<file path="config.mk">
export PLATFORM = sky130hd
export DESIGN_NAME = pen_to_absolute_pointer_mapper_core_flat
export DESIGN_NICKNAME = d
export VERILOG_FILES = /design/src/rtl/ptam_pkg.sv /design/src/rtl/ptam_ifs.sv /design/src/rtl/ptam_axis.sv /design/src/rtl/pen_to_absolute_pointer_mapper_core.sv /design/src/flat_wrapper.sv
export VERILOG_INCLUDE_DIRS = /design/src /design/src/rtl
export SDC_FILE = /design/constraint.sdc
export NUM_CORES = 1
export LEC_CHECK = 0
export ABC_AREA = 0
export BUFFER_PORTS_ARGS = -buffer_cell sky130_fd_sc_hd__buf_2
export CAP_MARGIN = 10
export CORE_MARGIN = 2
export CORE_UTILIZATION = 35
export DETAILED_ROUTE_END_ITERATION = 12
export PLACE_DENSITY_LB_ADDON = 0.15
export RECOVER_POWER = 25
export SYNTH_ARGS = -nofsm -noshare
export SYNTH_HDL_FRONTEND = slang
export SYNTH_SLANG_ARGS = --single-unit
</file>
<file path="constraint.sdc">
create_clock -name clk -period 4.7 [get_ports clk]
set_input_delay 0.705 -clock clk [delete_from_list [all_inputs] [get_ports clk]]
set_output_delay 0.705 -clock clk [all_outputs]
set_load 0.05 [all_outputs]
</file>
<file path="src/rtl/pen_to_absolute_pointer_mapper_core_defines.svh">
// ---------------------------------------------------------------------------
// Pen to absolute pointer mapper: assertion macros
// Shared concurrent assertion forms, clocked and disabled during reset.
// ---------------------------------------------------------------------------
`ifndef PEN_TO_ABSOLUTE_POINTER_MAPPER_CORE_DEFINES_SVH
`define PEN_TO_ABSOLUTE_POINTER_MAPPER_CORE_DEFINES_SVH

// same-cycle implication
`define PTAM_ASSERT_IMPL(label, clk, rst_n, ante, cons) \
	label: assert property (@(posedge clk) disable iff (!rst_n) (ante) |-> (cons)) \
		else $error("ptam: same-cycle check failed");

// next-cycle implication
`define PTAM_ASSERT_NEXT(label, clk, rst_n, ante, cons) \
	label: assert property (@(posedge clk) disable iff (!rst_n) (ante) |=> (cons)) \
		else $error("ptam: next-cycle check failed");

`endif

</file>
<file path="src/rtl/ptam_pkg.sv">
// ---------------------------------------------------------------------------
// Pen to absolute pointer mapper: package
// Field widths, operation and event codes, register map and state types.
// ---------------------------------------------------------------------------
package ptam_pkg;

	localparam int OP_W    = 3;
	localparam int KIND_W  = 2;
	localparam int COORD_W = 16;
	localparam int SIZE_W  = 16;
	localparam int ABS_W   = 16;
	localparam int IDX_W   = 3;
	localparam int NUM_REGS = 8;

	typedef enum logic [OP_W-1:0] {
		OP_PROX_IN  = 3'd0,
		OP_MOVE     = 3'd1,
		OP_DOWN     = 3'd2,
		OP_UP       = 3'd3,
		OP_PROX_OUT = 3'd4
	} op_t;

	typedef enum logic [KIND_W-1:0] {
		KIND_MOVE    = 2'd0,
		KIND_PRESS   = 2'd1,
		KIND_RELEASE = 2'd2
	} kind_t;

	typedef enum logic [IDX_W-1:0] {
		REG_TABLET_WIDTH   = 3'd0,
		REG_TABLET_HEIGHT  = 3'd1,
		REG_MON_X_OFFSET   = 3'd2,
		REG_MON_Y_OFFSET   = 3'd3,
		REG_MON_WIDTH      = 3'd4,
		REG_MON_HEIGHT     = 3'd5,
		REG_DESKTOP_WIDTH  = 3'd6,
		REG_DESKTOP_HEIGHT = 3'd7
	} cfg_reg_t;

	localparam logic [SIZE_W-1:0] CFG_RESET [NUM_REGS] = '{
		16'd1920, 16'd1080, 16'd0, 16'd0, 16'd1920, 16'd1080, 16'd1920, 16'd1080
	};

	typedef enum logic [1:0] {
		CTL_IDLE,
		CTL_CALC,
		CTL_DONE
	} ctl_state_t;

	typedef enum logic [2:0] {
		PH_IDLE,
		PH_MUL,
		PH_RND,
		PH_DIV1,
		PH_OFS,
		PH_DIV2,
		PH_DONE
	} axis_phase_t;

endpackage

</file>
<file path="src/rtl/ptam_ifs.sv">
// ---------------------------------------------------------------------------
// Pen to absolute pointer mapper: channel interfaces
// Pen event input, pointer event output and register write channels.
// ---------------------------------------------------------------------------
interface ptam_pen_if;
	logic                                 valid;
	logic                                 ready;
	logic        [ptam_pkg::OP_W-1:0]    operation;
	logic signed [ptam_pkg::COORD_W-1:0] pen_x;
	logic signed [ptam_pkg::COORD_W-1:0] pen_y;

	modport source (output valid, operation, pen_x, pen_y, input ready);
	modport sink   (input valid, operation, pen_x, pen_y, output ready);
endinterface

interface ptam_ptr_if;
	logic                          valid;
	logic                          ready;
	logic [ptam_pkg::KIND_W-1:0]  event_kind;
	logic [ptam_pkg::ABS_W-1:0]   abs_x;
	logic [ptam_pkg::ABS_W-1:0]   abs_y;

	modport source (output valid, event_kind, abs_x, abs_y, input ready);
	modport sink   (input valid, event_kind, abs_x, abs_y, output ready);
endinterface

interface ptam_cfg_if;
	logic                          valid;
	logic                          ready;
	logic [ptam_pkg::IDX_W-1:0]   index;
	logic [ptam_pkg::SIZE_W-1:0]  data;

	modport source (output valid, index, data, input ready);
	modport sink   (input valid, index, data, output ready);
endinterface

</file>
<file path="src/rtl/ptam_axis.sv">
// ---------------------------------------------------------------------------
// Pen to absolute pointer mapper: axis datapath
// Clamp, then bit-serial scale (shift-add multiply, restoring divide), offset and
// normalize for one coordinate axis.
// ---------------------------------------------------------------------------
module ptam_axis #(
	parameter int COORD_BITS = 16
) (
	input  logic                                 clk,
	input  logic                                 arst_n,
	input  logic                                 start,
	input  logic signed [ptam_pkg::COORD_W-1:0] coord,
	input  logic        [ptam_pkg::SIZE_W-1:0]  tsize,
	input  logic        [ptam_pkg::SIZE_W-1:0]  off,
	input  logic        [ptam_pkg::SIZE_W-1:0]  msize,
	input  logic        [ptam_pkg::SIZE_W-1:0]  dsize,
	output logic                                 done,
	output logic        [ptam_pkg::ABS_W-1:0]   result
);

	localparam int SW       = ptam_pkg::SIZE_W;
	localparam int ITER_MAX = (COORD_BITS > SW) ? COORD_BITS : SW;
	localparam int CNT_W    = $clog2(ITER_MAX);
	localparam logic [CNT_W-1:0] SW_LAST  = CNT_W'(SW - 1);
	localparam logic [CNT_W-1:0] CB_LAST  = CNT_W'(COORD_BITS - 1);

	ptam_pkg::axis_phase_t phase_q, phase_d;
	logic [CNT_W-1:0]      cnt_q;

	logic [SW-1:0]         hi_q;
	logic [SW-1:0]         lo_q;
	logic [COORD_BITS-1:0] nq_q;
	logic                  sat_q;

	logic [SW-1:0]     mcand, den, tmax, cc;
	logic              over;
	logic [SW:0]       mul_sum;
	logic [2*SW-1:0]   rnd_sum;
	logic [SW:0]       d1_trial, d1_diff, d2_trial, d2_diff, pix;
	logic              d1_ge, d2_ge, sat;
	logic [ITER_MAX-1:0] nq_ext;

	always_comb begin
		mcand    = msize - SW'(1);
		den      = (tsize > SW'(1)) ? (tsize - SW'(1)) : SW'(1);
		tmax     = tsize - SW'(1);
		over     = {1'b0, coord[SW-2:0]} > tmax;
		if (coord[SW-1]) begin
			cc = '0;
		end else if (over) begin
			cc = tmax;
		end else begin
			cc = {1'b0, coord[SW-2:0]};
		end
		mul_sum  = {1'b0, hi_q} + (lo_q[0] ? {1'b0, mcand} : '0);
		rnd_sum  = {hi_q, lo_q} + {{(SW+1){1'b0}}, den[SW-1:1]};
		d1_trial = {hi_q, lo_q[SW-1]};
		d1_ge    = d1_trial >= {1'b0, den};
		d1_diff  = d1_trial - {1'b0, den};
		pix      = {1'b0, off} + {1'b0, lo_q};
		sat      = pix >= {1'b0, dsize};
		d2_trial = {hi_q, nq_q[COORD_BITS-1]};
		d2_ge    = d2_trial >= {1'b0, dsize};
		d2_diff  = d2_trial - {1'b0, dsize};
		nq_ext   = ITER_MAX'(nq_q);
	end

	// next phase
	always_comb begin
		phase_d = phase_q;
		case (phase_q)
			ptam_pkg::PH_IDLE: if (start) phase_d = ptam_pkg::PH_MUL;
			ptam_pkg::PH_MUL:  if (cnt_q == '0) phase_d = ptam_pkg::PH_RND;
			ptam_pkg::PH_RND:  phase_d = ptam_pkg::PH_DIV1;
			ptam_pkg::PH_DIV1: if (cnt_q == '0) phase_d = ptam_pkg::PH_OFS;
			ptam_pkg::PH_OFS:  phase_d = ptam_pkg::PH_DIV2;
			ptam_pkg::PH_DIV2: if (cnt_q == '0) phase_d = ptam_pkg::PH_DONE;
			ptam_pkg::PH_DONE: phase_d = ptam_pkg::PH_IDLE;
			default:           phase_d = ptam_pkg::PH_IDLE;
		endcase
	end

	// outputs
	always_comb begin
		done   = (phase_q == ptam_pkg::PH_DONE);
		result = nq_ext[ptam_pkg::ABS_W-1:0];
	end

	always_ff @(posedge clk or negedge arst_n) begin
		if (!arst_n) begin
			phase_q <= ptam_pkg::PH_IDLE;
			cnt_q   <= '0;
		end else begin
			phase_q <= phase_d;
			case (phase_q)
				ptam_pkg::PH_IDLE: cnt_q <= SW_LAST;
				ptam_pkg::PH_RND:  cnt_q <= SW_LAST;
				ptam_pkg::PH_OFS:  cnt_q <= CB_LAST;
				ptam_pkg::PH_MUL,
				ptam_pkg::PH_DIV1,
				ptam_pkg::PH_DIV2: cnt_q <= cnt_q - CNT_W'(1);
				default:           cnt_q <= cnt_q;
			endcase
		end
	end

	// a saturated axis still runs the normalize steps so both axes finish together
	always_ff @(posedge clk) begin
		case (phase_q)
			ptam_pkg::PH_IDLE: begin
				if (start) begin
					hi_q <= '0;
					lo_q <= cc;
				end
			end
			ptam_pkg::PH_MUL: begin
				hi_q <= mul_sum[SW:1];
				lo_q <= {mul_sum[0], lo_q[SW-1:1]};
			end
			ptam_pkg::PH_RND: begin
				hi_q <= rnd_sum[2*SW-1:SW];
				lo_q <= rnd_sum[SW-1:0];
			end
			ptam_pkg::PH_DIV1: begin
				hi_q <= d1_ge ? d1_diff[SW-1:0] : d1_trial[SW-1:0];
				lo_q <= {lo_q[SW-2:0], d1_ge};
			end
			ptam_pkg::PH_OFS: begin
				sat_q <= sat;
				if (sat) begin
					nq_q <= '1;
				end else begin
					hi_q <= pix[SW-1:0];
					nq_q <= {1'b1, {(COORD_BITS-1){1'b0}}};
				end
			end
			ptam_pkg::PH_DIV2: begin
				if (!sat_q) begin
					hi_q <= d2_ge ? d2_diff[SW-1:0] : d2_trial[SW-1:0];
					nq_q <= {nq_q[COORD_BITS-2:0], d2_ge};
				end
			end
			default: begin
				hi_q <= hi_q;
			end
		endcase
	end

endmodule

</file>
<file path="src/rtl/pen_to_absolute_pointer_mapper_core.sv">
// ---------------------------------------------------------------------------
// Pen to absolute pointer mapper core
// Tracks pen range and button state and emits absolute pointer items.
// ---------------------------------------------------------------------------
// Usage:
//   pen  : pen event items in (operation, pen_x, pen_y), valid/ready.
//   ptr  : pointer event items out (event_kind, abs_x, abs_y), valid/ready.
//   cfg  : register writes (index, data), always ready; write only when idle.
// An item with no result leaves the core idle. A release goes to the done
// state and is loaded into the output register once it is free. A move or
// press runs both axes in parallel through a bit-serial datapath: 16 multiply
// steps, 16 divide steps and COORD_BITS normalize steps. When the axes finish,
// the control moves to the done state and loads the result into the output
// register; the next item is taken once the control is back in idle.
// One item is in flight at a time; the next is taken while a result still
// waits in the output register. If the receiver stalls, a finished result
// holds the datapath until the output register frees up.
// Reset clears range and button state and loads the default geometry
// (1920x1080 tablet, monitor and desktop, zero offsets).
// ---------------------------------------------------------------------------
`include "pen_to_absolute_pointer_mapper_core_defines.svh"

module pen_to_absolute_pointer_mapper_core #(
	parameter int COORD_BITS = 16
) (
	input  logic             clk,
	input  logic             arst_n,
	ptam_pen_if.sink         pen,
	ptam_ptr_if.source       ptr,
	ptam_cfg_if.sink         cfg
);

	logic [ptam_pkg::SIZE_W-1:0] cfg_q [ptam_pkg::NUM_REGS];

	ptam_pkg::ctl_state_t state_q, state_d;
	logic in_range_q, button_down_q;
	logic in_range_d, button_down_d;
	logic [ptam_pkg::KIND_W-1:0] kind_q, kind_d;

	logic enabled, take, has_res, is_rel;
	logic pen_ready, axis_start, load;
	logic x_done, y_done;
	logic [ptam_pkg::ABS_W-1:0] x_res, y_res;

	logic                         out_valid_q;
	logic [ptam_pkg::KIND_W-1:0]  out_kind_q;
	logic [ptam_pkg::ABS_W-1:0]   out_x_q, out_y_q;

	// configuration
	assign cfg.ready = 1'b1;

	always_ff @(posedge clk or negedge arst_n) begin
		if (!arst_n) begin
			for (int i = 0; i < ptam_pkg::NUM_REGS; i++) begin
				cfg_q[i] <= ptam_pkg::CFG_RESET[i];
			end
		end else if (cfg.valid) begin
			cfg_q[cfg.index] <= cfg.data;
		end
	end

	// item decode
	always_comb begin
		enabled = (cfg_q[ptam_pkg::REG_TABLET_WIDTH]   != '0) &&
		          (cfg_q[ptam_pkg::REG_TABLET_HEIGHT]  != '0) &&
		          (cfg_q[ptam_pkg::REG_MON_WIDTH]      != '0) &&
		          (cfg_q[ptam_pkg::REG_MON_HEIGHT]     != '0) &&
		          (cfg_q[ptam_pkg::REG_DESKTOP_WIDTH]  != '0) &&
		          (cfg_q[ptam_pkg::REG_DESKTOP_HEIGHT] != '0);
		has_res       = 1'b0;
		is_rel        = 1'b0;
		kind_d        = ptam_pkg::KIND_MOVE;
		in_range_d    = in_range_q;
		button_down_d = button_down_q;
		if (enabled) begin
			case (pen.operation)
				ptam_pkg::OP_PROX_IN: begin
					in_range_d = 1'b1;
				end
				ptam_pkg::OP_MOVE: begin
					has_res = in_range_q;
				end
				ptam_pkg::OP_DOWN: begin
					if (in_range_q && !button_down_q) begin
						has_res       = 1'b1;
						kind_d        = ptam_pkg::KIND_PRESS;
						button_down_d = 1'b1;
					end
				end
				ptam_pkg::OP_UP: begin
					has_res       = button_down_q;
					is_rel        = 1'b1;
					kind_d        = ptam_pkg::KIND_RELEASE;
					button_down_d = 1'b0;
				end
				ptam_pkg::OP_PROX_OUT: begin
					has_res       = button_down_q;
					is_rel        = 1'b1;
					kind_d        = ptam_pkg::KIND_RELEASE;
					button_down_d = 1'b0;
					in_range_d    = 1'b0;
				end
				default: begin
					has_res = 1'b0;
				end
			endcase
		end
	end

	assign take = pen.valid && pen_ready;

	// control next state
	always_comb begin
		state_d = state_q;
		case (state_q)
			ptam_pkg::CTL_IDLE: begin
				if (take && has_res) begin
					state_d = is_rel ? ptam_pkg::CTL_DONE : ptam_pkg::CTL_CALC;
				end
			end
			ptam_pkg::CTL_CALC: if (x_done) state_d = ptam_pkg::CTL_DONE;
			ptam_pkg::CTL_DONE: if (load) state_d = ptam_pkg::CTL_IDLE;
			default:            state_d = ptam_pkg::CTL_IDLE;
		endcase
	end

	// control outputs
	always_comb begin
		pen_ready  = (state_q == ptam_pkg::CTL_IDLE);
		axis_start = take && has_res && !is_rel;
		load       = (state_q == ptam_pkg::CTL_DONE) && (!out_valid_q || ptr.ready);
	end

	assign pen.ready = pen_ready;

	always_ff @(posedge clk or negedge arst_n) begin
		if (!arst_n) begin
			state_q       <= ptam_pkg::CTL_IDLE;
			in_range_q    <= 1'b0;
			button_down_q <= 1'b0;
			out_valid_q   <= 1'b0;
		end else begin
			state_q <= state_d;
			if (take) begin
				in_range_q    <= in_range_d;
				button_down_q <= button_down_d;
			end
			if (load) begin
				out_valid_q <= 1'b1;
			end else if (ptr.ready) begin
				out_valid_q <= 1'b0;
			end
		end
	end

	always_ff @(posedge clk) begin
		if (take) begin
			kind_q <= kind_d;
		end
		if (load) begin
			out_kind_q <= kind_q;
			if (kind_q == ptam_pkg::KIND_RELEASE) begin
				out_x_q <= '0;
				out_y_q <= '0;
			end else begin
				out_x_q <= x_res;
				out_y_q <= y_res;
			end
		end
	end

	assign ptr.valid      = out_valid_q;
	assign ptr.event_kind = out_kind_q;
	assign ptr.abs_x      = out_x_q;
	assign ptr.abs_y      = out_y_q;

	ptam_axis #(
		.COORD_BITS (COORD_BITS)
	) u_axis_x (
		.clk    (clk),
		.arst_n (arst_n),
		.start  (axis_start),
		.coord  (pen.pen_x),
		.tsize  (cfg_q[ptam_pkg::REG_TABLET_WIDTH]),
		.off    (cfg_q[ptam_pkg::REG_MON_X_OFFSET]),
		.msize  (cfg_q[ptam_pkg::REG_MON_WIDTH]),
		.dsize  (cfg_q[ptam_pkg::REG_DESKTOP_WIDTH]),
		.done   (x_done),
		.result (x_res)
	);

	ptam_axis #(
		.COORD_BITS (COORD_BITS)
	) u_axis_y (
		.clk    (clk),
		.arst_n (arst_n),
		.start  (axis_start),
		.coord  (pen.pen_y),
		.tsize  (cfg_q[ptam_pkg::REG_TABLET_HEIGHT]),
		.off    (cfg_q[ptam_pkg::REG_MON_Y_OFFSET]),
		.msize  (cfg_q[ptam_pkg::REG_MON_HEIGHT]),
		.dsize  (cfg_q[ptam_pkg::REG_DESKTOP_HEIGHT]),
		.done   (y_done),
		.result (y_res)
	);

	`PTAM_ASSERT_IMPL(a_axes_in_step, clk, arst_n, 1'b1, x_done == y_done)
	`PTAM_ASSERT_IMPL(a_done_in_calc, clk, arst_n, x_done, state_q == ptam_pkg::CTL_CALC)
	`PTAM_ASSERT_IMPL(a_button_in_range, clk, arst_n, button_down_q, in_range_q)
	`PTAM_ASSERT_IMPL(a_release_zero, clk, arst_n,
		ptr.valid && (ptr.event_kind == ptam_pkg::KIND_RELEASE),
		(ptr.abs_x == '0) && (ptr.abs_y == '0))
	`PTAM_ASSERT_NEXT(a_load_shows, clk, arst_n, load, ptr.valid)

endmodule
</file>
<file path="src/flat_wrapper.sv">
// flat-port wrapper written by rule: the top's interface ports become plain ports
module pen_to_absolute_pointer_mapper_core_flat 
#(
	parameter int COORD_BITS = 16
)
  (clk, arst_n, pen_valid, pen_operation, pen_pen_x, pen_pen_y, pen_ready, ptr_valid, ptr_event_kind, ptr_abs_x, ptr_abs_y, ptr_ready, cfg_valid, cfg_index, cfg_data, cfg_ready);
  ptam_pen_if pen_i ();
  ptam_ptr_if ptr_i ();
  ptam_cfg_if cfg_i ();
  input  logic clk;
  input  logic arst_n;
  input wire logic [$bits(pen_i.valid)-1:0] pen_valid;
  input wire logic [$bits(pen_i.operation)-1:0] pen_operation;
  input wire logic [$bits(pen_i.pen_x)-1:0] pen_pen_x;
  input wire logic [$bits(pen_i.pen_y)-1:0] pen_pen_y;
  output wire logic [$bits(pen_i.ready)-1:0] pen_ready;
  output wire logic [$bits(ptr_i.valid)-1:0] ptr_valid;
  output wire logic [$bits(ptr_i.event_kind)-1:0] ptr_event_kind;
  output wire logic [$bits(ptr_i.abs_x)-1:0] ptr_abs_x;
  output wire logic [$bits(ptr_i.abs_y)-1:0] ptr_abs_y;
  input wire logic [$bits(ptr_i.ready)-1:0] ptr_ready;
  input wire logic [$bits(cfg_i.valid)-1:0] cfg_valid;
  input wire logic [$bits(cfg_i.index)-1:0] cfg_index;
  input wire logic [$bits(cfg_i.data)-1:0] cfg_data;
  output wire logic [$bits(cfg_i.ready)-1:0] cfg_ready;
  assign pen_i.valid = pen_valid;
  assign pen_i.operation = pen_operation;
  assign pen_i.pen_x = pen_pen_x;
  assign pen_i.pen_y = pen_pen_y;
  assign pen_ready = pen_i.ready;
  assign ptr_valid = ptr_i.valid;
  assign ptr_event_kind = ptr_i.event_kind;
  assign ptr_abs_x = ptr_i.abs_x;
  assign ptr_abs_y = ptr_i.abs_y;
  assign ptr_i.ready = ptr_ready;
  assign cfg_i.valid = cfg_valid;
  assign cfg_i.index = cfg_index;
  assign cfg_i.data = cfg_data;
  assign cfg_ready = cfg_i.ready;
  pen_to_absolute_pointer_mapper_core #(.COORD_BITS(COORD_BITS)) u_core (.clk(clk), .arst_n(arst_n), .pen(pen_i), .ptr(ptr_i), .cfg(cfg_i));
endmodule
</file>
# Word-level counts from Yosys, hierarchy flattened
# Cells that the tools add are included.
totals:
  output_inout_bits: 37
  inputBits: 59
  reg_bits: 281
  word_cells: 205
classes:
  reduce_logical: 54
  mux: 60
  n_bitwise: 1
  magnitude_cmp: 12
  n_eq_ne: 34
  n_addsub: 16
ops:
  columns: ["operator", "count"]
  rows:
  - ["$mux W16", 22]
  - ["$pmux W16 S6", 2]
  - ["$bwmux W128", 1]
  - ["$pmux W16 S4", 2]
  - ["$ge A17 B16 Y1", 6]
  - ["$reduce_bool A16 Y1", 6]
  - ["$add A16 B16 Y17", 4]
  - ["$add A32 B15 Y32", 2]
  - ["$pmux W16 S2", 2]
  - ["$sub A16 B1 Y16 const B", 4]
  - ["$sub A16 B16 Y16", 4]
  - ["$demux W16 S3", 1]
  - ["$pmux W3 S6", 2]
  - ["$gt A15 B16 Y1", 2]
  - ["$gt A16 B1 Y1 const B", 2]
  - ["$mux W15", 2]
  - ["$ne A2 B2 Y1 const B", 12]
  - ["$mux W3", 7]
  - ["$reduce_and A4 Y1", 5]
  - ["$eq A3 B2 Y1 const B", 6]
  - ["$eq A3 B3 Y1 const B", 6]
  - ["$pmux W4 S2", 2]
  - ["$reduce_bool A2 Y1", 7]
  - ["$reduce_bool A6 Y1", 2]
  - ["25 further kinds", 66]

# Logic depth before layout (Yosys ltp)
depth:
  depth_word: 11
  depth_mapped: 18
  ltp_nobuf: 17

# Cells and area by module
# A second synthesis with hierarchy kept.
hier_totals:
  cells_unflattened: 2549
  area_unflattened_um2: 23981.8
modules_own_cells:
  columns: ["module", "area_each_um2", "instances", "seq_area_each_um2", "cells_each"]
  rows:
  - ["ptam_axis at u_core.u_axis_y", 8629.5, 1, 1646.6, 1062]
  - ["ptam_axis at u_core.u_axis_x", 8612.0, 1, 1646.6, 1066]
  - ["pen_to_absolute_pointer_mapper_core", 6740.2, 1, 4439.3, 421]

# Least setup slack after synthesis
# Ideal clock, no wire load.
synth_path:
  kind: "flip-flop to flip-flop"
  from: "register u_core.u_axis_y.lo_q[0]"
  to: "register u_core.u_axis_y.hi_q[0], enable pin"
  n_path_buf: 0
  period_less_slack_ps: 4998
  path_slack_ps: -298
  t_arrival_ps: 4579
  stages_incl_launch_ff: 17
  setup_time_ps: 419
  t_required_ps: 4281
  path_cell_list: "edfxtp_1 ha_1 fa_1 a211oi_1 o21ai_0 a31oi_1 o21ai_0 xor2_1 ha_1 a21oi_1 nor2b_1 o21ai_0 nand2b_1 a221o_1 nand3_1 nand4_1 a311oi_1"
synth_via:
  elab_chain_len: 4
synth_rtl:
  columns: ["item", "line", "text"]
  rows:
  - ["start: declaration", "ptam_axis.sv:31", "logic [SW-1:0] lo_q;"]
  - ["start signal: assignment", "ptam_axis.sv:118", "lo_q <= {mul_sum[0], lo_q[SW-1:1]};"]
  - ["start signal: assignment", "ptam_axis.sv:122", "lo_q <= rnd_sum[SW-1:0];"]
  - ["start signal: assignment", "ptam_axis.sv:126", "lo_q <= {lo_q[SW-2:0], d1_ge};"]
  - ["$add A16 B16 Y17", "ptam_axis.sv:60", "pix = {1'b0, off} + {1'b0, lo_q};"]
  - ["$ge A17 B16 Y1", "ptam_axis.sv:61", "sat = pix >= {1'b0, dsize};"]
  - ["named net u_core.u_axis_y.sat", "ptam_axis.sv:40", "logic d1_ge, d2_ge, sat;"]
  - ["$ne A2 B2 Y1 (no line)", null, null]
  - ["$reduce_and A4 Y1 (no line)", null, null]
  - ["end signal: assignment", "ptam_axis.sv:117", "hi_q <= mul_sum[SW:1];"]
  - ["end signal: assignment", "ptam_axis.sv:121", "hi_q <= rnd_sum[2*SW-1:SW];"]
  - ["end signal: assignment", "ptam_axis.sv:125", "hi_q <= d1_ge ? d1_diff[SW-1:0] : d1_trial[SW-1:0];"]
  - ["end: declaration", "ptam_axis.sv:30", "logic [SW-1:0] hi_q;"]
# The timed path passes the listed nets, and every way through them passes these cells.
# A chain may end at the register's enable or synchronous reset.

# Worst setup path in the final report
layout_path:
  from: "register u_core.cfg_q[116] (netlist bit)"
  to: "register u_core.u_axis_x.hi_q[4] (data pin)"
layout_via:
  elab_chain_len: 5
  word_cells_on_any_way: 8
  cone_classes: "add/sub: 3; order compare: 2; mux: 3"
layout_rtl:
  columns: ["item", "line", "text"]
  rows:
  - ["start: declaration", "pen_to_absolute_pointer_mapper_core.sv:33", "logic [ptam_pkg::SIZE_W-1:0] cfg_q [ptam_pkg::NUM_REGS];"]
  - ["start signal: indexed assignment", "pen_to_absolute_pointer_mapper_core.sv:55", "cfg_q[i] <= ptam_pkg::CFG_RESET[i];"]
  - ["start signal: indexed assignment", "pen_to_absolute_pointer_mapper_core.sv:58", "cfg_q[cfg.index] <= cfg.data;"]
  - ["$sub A16 B1 Y16 or $gt A16 B1 Y1 (tied branches)", "ptam_axis.sv:45", "den = (tsize > SW'(1)) ? (tsize - SW'(1)) : SW'(1);"]
  - ["$mux W16 *", "ptam_axis.sv:45", null]
  - ["$sub A16 B16 Y16 or $ge A17 B16 Y1 (tied branches)", "ptam_axis.sv:59, ptam_axis.sv:58", null]
  - ["$mux W16", "ptam_axis.sv:125", null]
  - ["$pmux W16 S6 *", "ptam_axis.sv:109", "case (phase_q)"]
  - ["end signal: assignment", "ptam_axis.sv:117", null]
  - ["end signal: assignment", "ptam_axis.sv:125", null]
  - ["end signal: assignment", "ptam_axis.sv:133", "hi_q <= pix[SW-1:0];"]
  - ["end: declaration", "ptam_axis.sv:30", null]
# Every way passes the cells marked *; elsewhere a longest branch is shown, timed or not.

==> flow_metrics.env <==
export IMPL_grt_pass1_wl_mm=124.8
export IMPL_grtUsageTotal=0.2304
export IMPL_synthTopCellsByCount="ha_1, nor2_1, nand2_1"
export IMPL_totalWireLength_mm=82.14
export IMPL_core_area_sq_um=67280
export IMPL_path_cells="or4_1 -> or3_4 -> nor3_4 -> nand2_1 -> xor2_1 -> or2_2 -> ha_1 -> nand2_1 -> o21ai_0 -> o211a_1 -> o31a_1 -> o21a_1 -> buf_6 -> mux2_2 -> a21oi_1 -> o221ai_1"
export IMPL_drtAntennaViolNets=0
export IMPL_outcome="finished, violations left"
export IMPL_max_cap_violations=2
export IMPL_htreeDepth=2
export IMPL_cts_root_buffer="clkbuf_16"
export IMPL_swShare=0.4840
export IMPL_hold_depth=2
export IMPL_worst_path_max_delay_cell="or4_1"
export IMPL_setup_viol=0
export IMPL_cts_sinks=281
export IMPL_hold_class="input pin to register"
export IMPL_grt_ovfl_total=0
export IMPL_final_nets=3039
export IMPL_crit_fanout=8
export IMPL_critPathTopFamily="simple AND/OR/NAND/NOR gates"
export IMPL_cts_hold_buf=0
export IMPL_numCtsBuffers=36
export IMPL_cts_tree="done"
export IMPL_yosys_most_used_dff="edfxtp_1"
export IMPL_fin_tns_setup_ps=0
export IMPL_drive_above_1_share=0.1748
export IMPL_yosys_warnings=0
export IMPL_r2r_slack_ps=170
export IMPL_syn_inst=2580
export IMPL_p_sw_uw=10350
export IMPL_clock_path_buffers=3
export IMPL_insertion_delay_ps=560
export IMPL_p_total_uw=21390
export IMPL_max_freq_mhz=221.0
export IMPL_hold_path_end="u_core.button_down_q"
export IMPL_hpwl_mm=64.56
export IMPL_rr_startpoint="u_core.cfg_q[116]"
export IMPL_slew_headroom=-1.357
export IMPL_p_leak_uw=0.01146
export IMPL_yosysMostFrequentCell="ha_1"
export IMPL_die_h_um=264.7
export IMPL_pre_cts_slack_ps=31.62
export IMPL_violations="max-capacitance violations, max-slew violations"
export IMPL_holdWs_ps=432.1
export IMPL_internal_power_uw=11040
export IMPL_synth_edff_count=134
export IMPL_rr_worst_depth=16
export IMPL_antenna_found_initial=5
export IMPL_portBuffers=94
export IMPL_synth_area_leaders="edfxtp_1, dfrtp_1, ha_1"
export IMPL_num_rows=95
export IMPL_crit_type="register to register"
export IMPL_vdd_drop_max_uv=283.4
export IMPL_area_growth_pct=14.74
export IMPL_synth_largest_area_cell="edfxtp_1"
export IMPL_ys_ff_latch=281
export IMPL_worstSetupStartpointType="register"
export IMPL_finalMaxSlewViolations=107
export IMPL_cp_common_cell="nand2_1"
export IMPL_finalCritPeriodShare=0.9629
export IMPL_p_clk_frac=0.124
export IMPL_ys_seq_area_frac=0.3251
export IMPL_vias=21090
export IMPL_first_pass_iters=6
export IMPL_rsz0062_at_grt="true"
export IMPL_vias_per_cell=5.787
export IMPL_avgSynthCellArea_sq_um=9.220
export IMPL_crit_required_ps=4970
export IMPL_gp_congestion=0.9534
export IMPL_arrival_ps=4790
export IMPL_p_seq_frac=0.213
export IMPL_combPwrFrac=0.663
export IMPL_synth_nets=2877
export IMPL_ys_types=88
export IMPL_dieArea_sq_um=70060
export IMPL_hp_start="pen_operation[2]"
export IMPL_powerDensity_nw_per_um2=783.6
export IMPL_hold_viol=0
export IMPL_fp_dieW_um=264.7
export IMPL_cp_num_buf_inv=1
export IMPL_end_kind="register"
export IMPL_finClkSkew_ps=26.56
export IMPL_period_needed_ps=4525
export IMPL_drt_initial_drc_count=1853
export IMPL_clkSlewWorstSetupHoldPaths_ps=60
export IMPL_worst_slew_pin_slew_ps=3536
export IMPL_timing_rr_end="u_core.u_axis_x.hi_q[4]"
export IMPL_start_util=0.3536
export IMPL_wire_per_inst_um=22.54
export IMPL_setup_ws_ps=174.6
export IMPL_grt_pass1_vias=20440
export IMPL_route_detailed_drc=0
export IMPL_max_stage_delay_ps=560
export IMPL_io_pins=96
export IMPL_async_flop_share=0.5231
export IMPL_syn_area_sq_um=23790
export IMPL_grt_start_max_net_pins=79
export IMPL_synth_top_area_share=0.1692
-- area by class of cell --
class                      count  area [sq um]
clock inverter                 9         70.07
timing repair buffer         201          1314
fill                        6735         39980
sequential                   281          7732
multi-input combinational   2079         15500
antenna                        2         5.005
tap                          873          1092
inverter                     143         536.8
clock buffer                  56          1037
-- registers in the layout, summed over array words and instances, names as in the netlist, 2 cells and up --
name / cells
u_core.ptr.abs_y: 16
u_core.u_axis_y.lo_q: 16
u_core.cfg_q: 128
u_core.u_axis_y.hi_q: 16
u_core.u_axis_x.result: 16
u_core.state_q: 2
u_core.u_axis_x.lo_q: 16
u_core.u_axis_x.phase_q: 3
u_core.u_axis_y.result: 16
u_core.u_axis_x.hi_q: 16
u_core.u_axis_x.cnt_q: 4
u_core.ptr.abs_x: 16
u_core.u_axis_y.cnt_q: 4
u_core.u_axis_y.phase_q: 3
u_core.ptr.event_kind: 2
u_core.kind_q: 2
-- how the worst max path moves through the flow --
stage / cells after the start / endpoint / start / slack (ps)
floorplan: 16 / u_core.u_axis_y.hi_q[0] / u_core.u_axis_y.lo_q[0] / 220
global placement: 18 / u_core.u_axis_x.hi_q[12] / u_core.cfg_q[116] / 6
detailed placement: 18 / u_core.u_axis_x.hi_q[14] / u_core.cfg_q[116] / 30
CTS: 18 / u_core.u_axis_x.hi_q[12] / u_core.cfg_q[116] / 9
global route: 18 / u_core.u_axis_x.hi_q[12] / u_core.cfg_q[116] / -80
finish: 16 / u_core.u_axis_x.hi_q[4] / u_core.cfg_q[116] / 170
-- layout by cell type (no fill, tap or decap), types with 24 or more instances in the layout --
| cell | count |
|---|---|
| edfxtp_1 | 134 |
| nand2_1 | 181 |
| nand4_1 | 40 |
| dfstp_2 | 24 |
| a22oi_1 | 28 |
| and2_1 | 47 |
| o21a_1 | 55 |
| nand3_1 | 61 |
| inv_1 | 141 |
| nor2_1 | 186 |
| clkbuf_16 | 37 |
| mux2i_1 | 49 |
| buf_4 | 95 |
| nor4_1 | 25 |
| mux2_2 | 132 |
| ha_1 | 224 |
| buf_2 | 92 |
| a211oi_1 | 42 |
| a21oi_1 | 135 |
| o211ai_1 | 27 |
| xor2_1 | 70 |
| a21o_1 | 49 |
| o21ai_0 | 153 |
| dfrtp_1 | 123 |
| nand2b_1 | 29 |
| nor3_1 | 69 |
| xnor2_1 | 115 |
-- timing repair --
| item | 4_1_cts | 5_1_grt |
|---|---|---|
| endpoints found under the setup margin | 1 | 78 |
| resized for setup | 1 | 43 |
| pin swaps | 0 | 13 |
| hold endpoints to repair | 0 | 0 |
| cloned | 0 | 0 |
| setup buffers | 0 | 5 |
-- worst register-to-register path, stage by stage, from the launching register on --
cell and delay [ps]:
dfrtp_1 370, or4_1 560, or3_4 370, nor3_4 150
nand2_1 130, xor2_1 210, or2_2 350, ha_1 340
nand2_1 60, o21ai_0 300, o211a_1 180, o31a_1 200
o21a_1 230, buf_6 170, mux2_2 340, a21oi_1 160
o221ai_1 120
-- routing by layer --
metal  share of wire  track usage  up-vias
met5               0            0        -
met4           0.016      0.04596        0
met3           0.055      0.03028       88
met2            0.44       0.3634      649
met1            0.48       0.3374    10400
li1                -            -     9946
-- logic make-up after synthesis --
group	Yosys count	synth area share
multiplexers	181	0.08311
other	1	0.0001577
AO/OA/AOI/OAI	693	0.1940
buffers and inverters	220	0.03566
AND/OR/NAND/NOR	775	0.1633
adder cells (fa/ha/maj)	238	0.1283
flip-flops	281	0.3251
XOR/XNOR	191	0.07033
-- metrics by stage --
| step | area (sq um) | std cells | util |
|---|---|---|---|
| 4_1_cts | 27040 | 3635 | 0.4019 |
| 5_1_grt | 27290 | 3642 | 0.4056 |
| 3_3_place_gp | 25930 | 3570 | 0.3854 |
| 6_report | 27290 | 3644 | 0.4057 |
| 2_1_floorplan | 23800 | 2580 | - |
| 3_5_place_dp | 25930 | 3570 | 0.3854 |
-- power groups by stage --
stage	registers (uW)	logic, uW	clock network (uW)
2_1_floorplan	4200	9590	0
3_3_place_gp	4540	13400	0
3_5_place_dp	4560	13600	0
4_1_cts	4510	13700	2740
5_1_grt	4610	15500	2830
6_report	4540	14200	2660
(Power assumes the default switching activity.)
